$ cat config.mk
export PLATFORM = sky130hd
export DESIGN_NAME = double_ended_queue
export DESIGN_NICKNAME = d
export VERILOG_FILES = /design/src/rtl/deq_pkg.sv /design/src/rtl/deq_ram.sv /design/src/rtl/double_ended_queue.sv
export SDC_FILE = /design/constraint.sdc
export NUM_CORES = 1
export LEC_CHECK = 0
export BUFFER_PORTS_ARGS = -buffer_cell sky130_fd_sc_hd__buf_4
export CORE_AREA = 2 2 263 317
export CTS_CLUSTER_DIAMETER = 100
export DETAILED_ROUTE_END_ITERATION = 10
export DIE_AREA = 0 0 265 319
export PLACE_DENSITY = 0.71
export SLEW_MARGIN = 20
export SYNTH_ARGS = -nofsm -noshare
export SYNTH_HDL_FRONTEND = slang
export SYNTH_HIERARCHICAL = 1
export SYNTH_SLANG_ARGS = --single-unit
$ cat constraint.sdc
create_clock -name clock -period 10.6 [get_ports clock]
set_input_delay 2.12 -clock clock [delete_from_list [all_inputs] [get_ports clock]]
set_output_delay 2.12 -clock clock [all_outputs]
set_load 0.05 [all_outputs]
$ cat src/rtl/deq_pkg.sv
// Shared definitions for the double-ended queue: action and status codes,
// controller states and the default depth. No dependencies.
package deq_pkg;

   localparam int unsigned DEQ_DEPTH_DEFAULT = 32;
   localparam int unsigned DEQ_VALUE_WIDTH   = 32;
   localparam int unsigned DEQ_ACTION_WIDTH  = 3;
   localparam int unsigned DEQ_STATUS_WIDTH  = 2;

   typedef enum logic [DEQ_ACTION_WIDTH-1:0] {
      ACT_PUSH_FRONT = 3'd0,
      ACT_PUSH_BACK  = 3'd1,
      ACT_POP_FRONT  = 3'd2,
      ACT_POP_BACK   = 3'd3,
      ACT_DUMP_FWD   = 3'd4,
      ACT_DUMP_REV   = 3'd5
   } action_type;

   typedef enum logic [DEQ_STATUS_WIDTH-1:0] {
      STAT_OK        = 2'd0,
      STAT_OVERFLOW  = 2'd1,
      STAT_UNDERFLOW = 2'd2
   } status_type;

   typedef enum logic [1:0] {
      ST_IDLE,
      ST_POP,
      ST_DUMP
   } state_type;

endpackage

$ cat src/rtl/deq_ram.sv
// Generic single-clock RAM with one write port and one registered read port.
// The read data holds while the read enable is low. No dependencies.
module deq_ram #(
   parameter int unsigned WIDTH = 32,
   parameter int unsigned DEPTH = 32
) (
   input  logic                     clock,
   input  logic                     wr_en,
   input  logic [$clog2(DEPTH)-1:0] wr_addr,
   input  logic [WIDTH-1:0]         wr_data,
   input  logic                     rd_en,
   input  logic [$clog2(DEPTH)-1:0] rd_addr,
   output logic [WIDTH-1:0]         rd_data
);

   logic [WIDTH-1:0] mem_ff [DEPTH];
   logic [WIDTH-1:0] rd_data_ff;

   always_ff @(posedge clock) begin
      if (wr_en) begin
         mem_ff[wr_addr] <= wr_data;
      end
      if (rd_en) begin
         rd_data_ff <= mem_ff[rd_addr];
      end
   end

   assign rd_data = rd_data_ff;

endmodule

$ cat src/rtl/double_ended_queue.sv
// Double-ended queue of signed 32-bit values held in a ring store in one RAM.
// A push, overflow or underflow result is offered in the cycle after the request
// transfer; a pop result and a dump's first entry pass through the RAM read register and
// then the output register. Pushes are taken one per cycle while responses are accepted;
// a pop or dump takes no new request until its last result is loaded into the output register.
// Reset (synchronous) empties the queue; RAM contents stay undefined, with no clear pass.
module double_ended_queue #(
   parameter int unsigned DEPTH = deq_pkg::DEQ_DEPTH_DEFAULT
) (
   input  logic                                   clock,
   input  logic                                   reset,
   // Request channel.
   input  logic                                   req_tvalid,
   output logic                                   req_tready,
   input  logic [deq_pkg::DEQ_VALUE_WIDTH-1:0]    req_tdata,  // [31:0] push_value
   input  logic [deq_pkg::DEQ_ACTION_WIDTH-1:0]   req_tuser,  // [2:0] action
   // Response channel.
   output logic                                   rsp_tvalid,
   input  logic                                   rsp_tready,
   output logic [deq_pkg::DEQ_VALUE_WIDTH-1:0]    rsp_tdata,  // [31:0] out_value
   output logic [deq_pkg::DEQ_STATUS_WIDTH-1:0]   rsp_tuser,  // [1:0] status
   output logic                                   rsp_tlast
);

   import deq_pkg::*;

   // Slot addresses need AW bits; the count holds 0..DEPTH; SW is wide enough for
   // sums of a slot and an offset and for comparisons against the count.
   localparam int unsigned AW = $clog2(DEPTH);
   localparam int unsigned CW = $clog2(DEPTH + 1);
   localparam int unsigned SW = AW + 1;
   localparam int unsigned VW = DEQ_VALUE_WIDTH;

   // Ring position of a logical offset from the front, wrapped once.
   function automatic logic [AW-1:0] slot_at(input logic [AW-1:0] base,
                                             input logic [AW-1:0] off);
      logic [SW-1:0] sum;
      sum = SW'(base) + SW'(off);
      if (sum >= SW'(DEPTH)) begin
         sum = sum - SW'(DEPTH);
      end
      return sum[AW-1:0];
   endfunction

   state_type         state_ff, state_in;
   logic [AW-1:0]     front_ff, front_in;
   logic [CW-1:0]     count_ff, count_in;
   logic [AW-1:0]     idx_ff, idx_in;        // index of the dump entry now in the RAM read register
   logic              rev_ff, rev_in;        // dump runs back to front
   logic              rsp_valid_ff, rsp_valid_in;
   logic [VW-1:0]     rsp_value_ff, rsp_value_in;
   status_type        rsp_status_ff, rsp_status_in;
   logic              rsp_last_ff, rsp_last_in;

   logic              ram_wr_en;
   logic [AW-1:0]     ram_wr_addr;
   logic [VW-1:0]     ram_wr_data;
   logic              ram_rd_en;
   logic [AW-1:0]     ram_rd_addr;
   logic [VW-1:0]     ram_rd_data;

   logic              out_free;
   logic              req_fire;
   action_type        action;
   logic              q_full;
   logic              q_empty;
   logic              q_is_push;
   logic              q_is_pop;
   logic              q_is_dump;
   logic [AW-1:0]     count_m1;
   logic [AW-1:0]     idx_next;
   logic              dump_last;

   // The output register can take a new result when it is empty or being drained.
   assign out_free   = !rsp_valid_ff || rsp_tready;
   assign req_tready = (state_ff == ST_IDLE) && out_free;
   assign req_fire   = req_tvalid && req_tready;
   assign action     = action_type'(req_tuser);

   assign q_full   = (SW'(count_ff) >= SW'(DEPTH));
   assign q_empty  = (count_ff == '0);
   assign count_m1 = AW'(SW'(count_ff) - SW'(1));
   assign idx_next = AW'(SW'(idx_ff) + SW'(1));
   assign dump_last = ((SW'(idx_ff) + SW'(1)) == SW'(count_ff));

   always_comb begin
      q_is_push = 1'b0;
      q_is_pop  = 1'b0;
      q_is_dump = 1'b0;
      unique case (action) inside
         ACT_PUSH_FRONT, ACT_PUSH_BACK: q_is_push = 1'b1;
         ACT_POP_FRONT, ACT_POP_BACK:   q_is_pop  = 1'b1;
         ACT_DUMP_FWD, ACT_DUMP_REV:    q_is_dump = 1'b1;
         default: ;
      endcase
   end

   // Next-state logic. A pop or dump on a non-empty queue waits for its RAM read.
   always_comb begin
      state_in = state_ff;
      unique case (state_ff)
         ST_IDLE: begin
            if (req_fire && !q_empty && q_is_pop) begin
               state_in = ST_POP;
            end else if (req_fire && !q_empty && q_is_dump) begin
               state_in = ST_DUMP;
            end
         end
         ST_POP: begin
            if (out_free) begin
               state_in = ST_IDLE;
            end
         end
         ST_DUMP: begin
            if (out_free && dump_last) begin
               state_in = ST_IDLE;
            end
         end
         default: state_in = ST_IDLE;
      endcase
   end

   // Datapath and RAM control. Front and count are updated at the request transfer,
   // so the RAM read issued in the same cycle uses the state from before the update.
   always_comb begin
      front_in      = front_ff;
      count_in      = count_ff;
      idx_in        = idx_ff;
      rev_in        = rev_ff;
      rsp_valid_in  = rsp_valid_ff && !rsp_tready;
      rsp_value_in  = rsp_value_ff;
      rsp_status_in = rsp_status_ff;
      rsp_last_in   = rsp_last_ff;
      ram_wr_en     = 1'b0;
      ram_wr_addr   = front_ff;
      ram_wr_data   = req_tdata;
      ram_rd_en     = 1'b0;
      ram_rd_addr   = front_ff;

      unique case (state_ff)
         ST_IDLE: begin
            if (req_fire) begin
               if (q_is_push) begin
                  rsp_valid_in = 1'b1;
                  rsp_value_in = '0;
                  rsp_last_in  = 1'b1;
                  if (q_full) begin
                     rsp_status_in = STAT_OVERFLOW;
                  end else begin
                     rsp_status_in = STAT_OK;
                     ram_wr_en     = 1'b1;
                     count_in      = CW'(SW'(count_ff) + SW'(1));
                     if (action == ACT_PUSH_FRONT) begin
                        front_in    = (front_ff == '0) ? AW'(DEPTH - 1)
                                                       : AW'(SW'(front_ff) - SW'(1));
                        ram_wr_addr = front_in;
                     end else begin
                        ram_wr_addr = slot_at(front_ff, AW'(count_ff));
                     end
                  end
               end else if (q_is_pop || q_is_dump) begin
                  if (q_empty) begin
                     // Empty pop or empty dump: a single underflow result.
                     rsp_valid_in  = 1'b1;
                     rsp_value_in  = '0;
                     rsp_status_in = STAT_UNDERFLOW;
                     rsp_last_in   = 1'b1;
                  end else if (q_is_pop) begin
                     ram_rd_en = 1'b1;
                     count_in  = CW'(SW'(count_ff) - SW'(1));
                     if (action == ACT_POP_FRONT) begin
                        ram_rd_addr = front_ff;
                        front_in    = slot_at(front_ff, AW'(1));
                     end else begin
                        ram_rd_addr = slot_at(front_ff, count_m1);
                     end
                  end else begin
                     ram_rd_en   = 1'b1;
                     idx_in      = '0;
                     rev_in      = (action == ACT_DUMP_REV);
                     ram_rd_addr = (action == ACT_DUMP_REV) ? slot_at(front_ff, count_m1)
                                                            : front_ff;
                  end
               end
            end
         end
         ST_POP: begin
            if (out_free) begin
               rsp_valid_in  = 1'b1;
               rsp_value_in  = ram_rd_data;
               rsp_status_in = STAT_OK;
               rsp_last_in   = 1'b1;
            end
         end
         ST_DUMP: begin
            // Hand over the entry in the read register and, unless it is the last, fetch the following one.
            if (out_free) begin
               rsp_valid_in  = 1'b1;
               rsp_value_in  = ram_rd_data;
               rsp_status_in = STAT_OK;
               rsp_last_in   = dump_last;
               if (!dump_last) begin
                  ram_rd_en   = 1'b1;
                  idx_in      = idx_next;
                  ram_rd_addr = rev_ff ? slot_at(front_ff, AW'(SW'(count_m1) - SW'(idx_next)))
                                       : slot_at(front_ff, idx_next);
               end
            end
         end
         default: ;
      endcase
   end

   always_ff @(posedge clock) begin
      if (reset) begin
         state_ff     <= ST_IDLE;
         front_ff     <= '0;
         count_ff     <= '0;
         rsp_valid_ff <= 1'b0;
      end else begin
         state_ff     <= state_in;
         front_ff     <= front_in;
         count_ff     <= count_in;
         rsp_valid_ff <= rsp_valid_in;
      end
   end

   always_ff @(posedge clock) begin
      idx_ff        <= idx_in;
      rev_ff        <= rev_in;
      rsp_value_ff  <= rsp_value_in;
      rsp_status_ff <= rsp_status_in;
      rsp_last_ff   <= rsp_last_in;
   end

   deq_ram #(
      .WIDTH (VW),
      .DEPTH (DEPTH)
   ) u_store (
      .clock   (clock),
      .wr_en   (ram_wr_en),
      .wr_addr (ram_wr_addr),
      .wr_data (ram_wr_data),
      .rd_en   (ram_rd_en),
      .rd_addr (ram_rd_addr),
      .rd_data (ram_rd_data)
   );

   assign rsp_tvalid = rsp_valid_ff;
   assign rsp_tdata  = rsp_value_ff;
   assign rsp_tuser  = rsp_status_ff;
   assign rsp_tlast  = rsp_last_ff;

endmodule
==> out/qor.csv <==
stage;metric;value;unit
status;status;complete, no violations;
die;die_w;265;um
clock_tree;clk_latency;680;ps
place;postPlaceCellArea;46200;sq um
grt;grt_pass1_wl;156;mm
critical_path;crit_arrival;6270;ps
grt;grt_max_degree;129;
clock_tree;clk_pin_slew;60;ps
critical_path;crit_path_cell_trace;buf_4 -> nand2b_1 -> nand3_1 -> or4b_1 -> mux2i_1 -> nor2_1 -> a221o_1 -> nor2b_4 -> buf_4 -> a22o_1 -> nor3_1 -> a31oi_1 -> nand3_1;
yosys;yosysWarnings;6;
timing;maxSlewHeadroom;32.2;%
routing;dr.pass1.iters;6;
clock_tree;post_cts_buffers;0;
power_and_ir_drop;seqPwrFrac;40.9;%
critical_path;path_buf_inv;2;
clock_tree;cts_root_buf;clkbuf_16;
yosys;synth_edf_count;1097;
die;core;81400;sq um
routing;routedWlPerCell;27.6;um
finish;layout_common_cells;edfxtp_1 (1097), mux2i_1 (519), buf_4 (122);
timing;final-setup-viol-count;0;
critical_path;critPathSlowestCell;buf_4;
clock_tree;cts_buffer_depth;3;
finish;drive_above_1_share;11.9;%
timing;finalClockSkew;17.8;ps
critical_path;cp-end-kind;register;
clock_tree;hold_buffers;0;
yosys;async_flop_share;0;%
timing;rsz0062_at_grt;false;
yosys;synthesis.nets;2699;
critical_path;crit_family;simple AND/OR/NAND/NOR gates;
timing;slew_violations;0;
yosys;synthFlopType;edfxtp_1;
power_and_ir_drop;p_comb_share;29.7;%
power_and_ir_drop;total_power;12.7;mW
place;hpwlAfterDp;55.8;mm
power_and_ir_drop;power.internal;8.62;mW
place;io_buffers;75;
die;initial_core_util;54.6;%
grt;antenna_found_initial;1;
timing;min_period_over_period;55.4;%
yosys;synth_area;44500;sq um
critical_path;critPathLaunchType;primary input;
grt;grt_pass1_vias;23700;
timing;fin_tns_setup;0;ps
finish;num-nets-final;2787;
routing;num_vias;24200;
clock_tree;tritoncts;yes;
die;num_rows;115;
power_and_ir_drop;powerDensity;257;nW/um^2
finish;stdcell_area;49700;sq um
power_and_ir_drop;p_leak;15.8;nW
die;die_h;319;um
power_and_ir_drop;switchingPower;4.13;mW
finish;area_growth_syn_to_layout;11.6;%
yosys;ys_types;58;
critical_path;cp.required;11000;ps
timing;hold_ws;561;ps
die;die-area;84500;sq um
yosys;ys_seq_elements;1111;
routing;viasPerCell;6.28;
clock_tree;cts_inserted_buffers;104;
clock_tree;cts_max_level;3;
grt;grt_overflow;0;
die;num_io_pins;76;
timing;fmax;170;MHz
place;gp_congestion;0.813;
grt;grt.total_usage;25.1;%
routing;antenna_left;0;
job;cap_violations;0;
routing;drcViolationCount;0;
finish;seqCellArea;33200;sq um
timing;hold_viol;0;
yosys;syn-mean-instance-area;16.9;sq um
timing;period_minus_slack;5870;ps
routing;first_iter_violations;2519;
clock_tree;cts_resized;0;
hold_path;worst_hold_path_type;register to register;
critical_path;crit_type;primary input to register;
power_and_ir_drop;netSwitchingFraction;32.4;%
yosys;seq_area_frac_synth;74.6;%
yosys;netlist_instances;2630;
critical_path;slowest_delay;740;ps
timing;worst_pin_slew;1020;ps
power_and_ir_drop;ir_drop;0.221;mV
clock_tree;clkSinkCount;1111;
finish;num-fill-cells;5799;
critical_path;crit_fanout;46;
routing;postRouteWirelength;106;mm
power_and_ir_drop;pwr-share-clk;29.3;%
finish;multi_input_area;10700;sq um
finish;final_common_cell;edfxtp_1;
kinds of logic after synthesis:
kind of cell / after synthesis / share of synthesized area (%)
flops: 1111 / 74.6
simple gates: 411 / 4.51
buf+inv: 163 / 2.08
compound gates: 357 / 5.37
mux: 520 / 11.7
xor+xnor: 37 / 0.762
fa+ha+maj: 31 / 0.936
flip-flops by register name, indices dropped and copies added (netlist names):
name and flops:
rsp_tvalid 1, state_ff 2, rsp_tlast 1, u_store/rd_data 32
rsp_tdata 32, rev_ff 1, front_ff 5, u_store/mem_ff 1024
count_ff 6, idx_ff 5, rsp_tuser 2
metrics by stage:
step	util, %	worst slack (ps)	instances
floorplan	-	4600	2630
global placement	56.8	4040	3665
detailed placement	56.8	3980	3665
CTS	61.0	4680	3858
global route	61.0	4460	3859
finish	61.0	4730	3859
power groups by stage:
stage | Sequential, mW | Clock [mW] | Combinational, mW
final | 5.22 | 3.74 | 3.79
after global routing | 5.23 | 3.95 | 4.02
after CTS | 5.22 | 3.78 | 3.77
after detailed placement | 5.31 | 0 | 3.76
after global placement | 5.31 | 0 | 3.68
after floorplan | 5.45 | 0 | 2.58
final timing paths:
kind	cells past startpoint	slack [ps]	endpoint	startpoint
worst max-delay path	13	4730	u_store/rd_data[4]	rsp_tready
worst min-delay path	1	560	rsp_tdata[24]	u_store/rd_data[24]
worst max register to register	20	4960	u_store/rd_data[12]	count_ff[1]
worst min register to register	1	560	rsp_tdata[24]	u_store/rd_data[24]
layout make-up:
class / instances / share of cell area, %
antenna: 1 / 0.00504
clock buffer: 128 / 5.46
clock inverter: 65 / 1.42
inverter: 18 / 0.136
multi-input combinational: 1356 / 21.4
sequential: 1111 / 66.9
tap: 1053 / 2.65
timing repair buffer: 127 / 2.01
layer usage:
metal	vias up	share of wire [%]	GRT usage (%)
li1	10500	-	-
met1	12500	40	33.9
met2	1016	50	42.7
met3	197	7.6	3.83
met4	0	2.3	6.92
met5	-	0	0
synthesized netlist by cell type (9+ instances only):
cell      instances  area [sq um]
xnor2_1          26           228
dfxtp_1          14           280
ha_1             26           325
a22o_1           64           561
buf_6            18           203
o21ai_0          17          85.1
a22oi_1          98           736
nand2_1         120           450
xor2_1            9          78.8
clkbuf_1         51           191
nor3_1           41           205
nand3_1         106           531
and2_1           33           206
buf_4            34           255
nor2_1           64           240
a21oi_1         121           606
mux2i_1         519          5190
edfxtp_1       1097         32900
buf_2            34           170
inv_1            17          63.8
a31oi_1          33           206
Power figures use the tool's default switching activity.
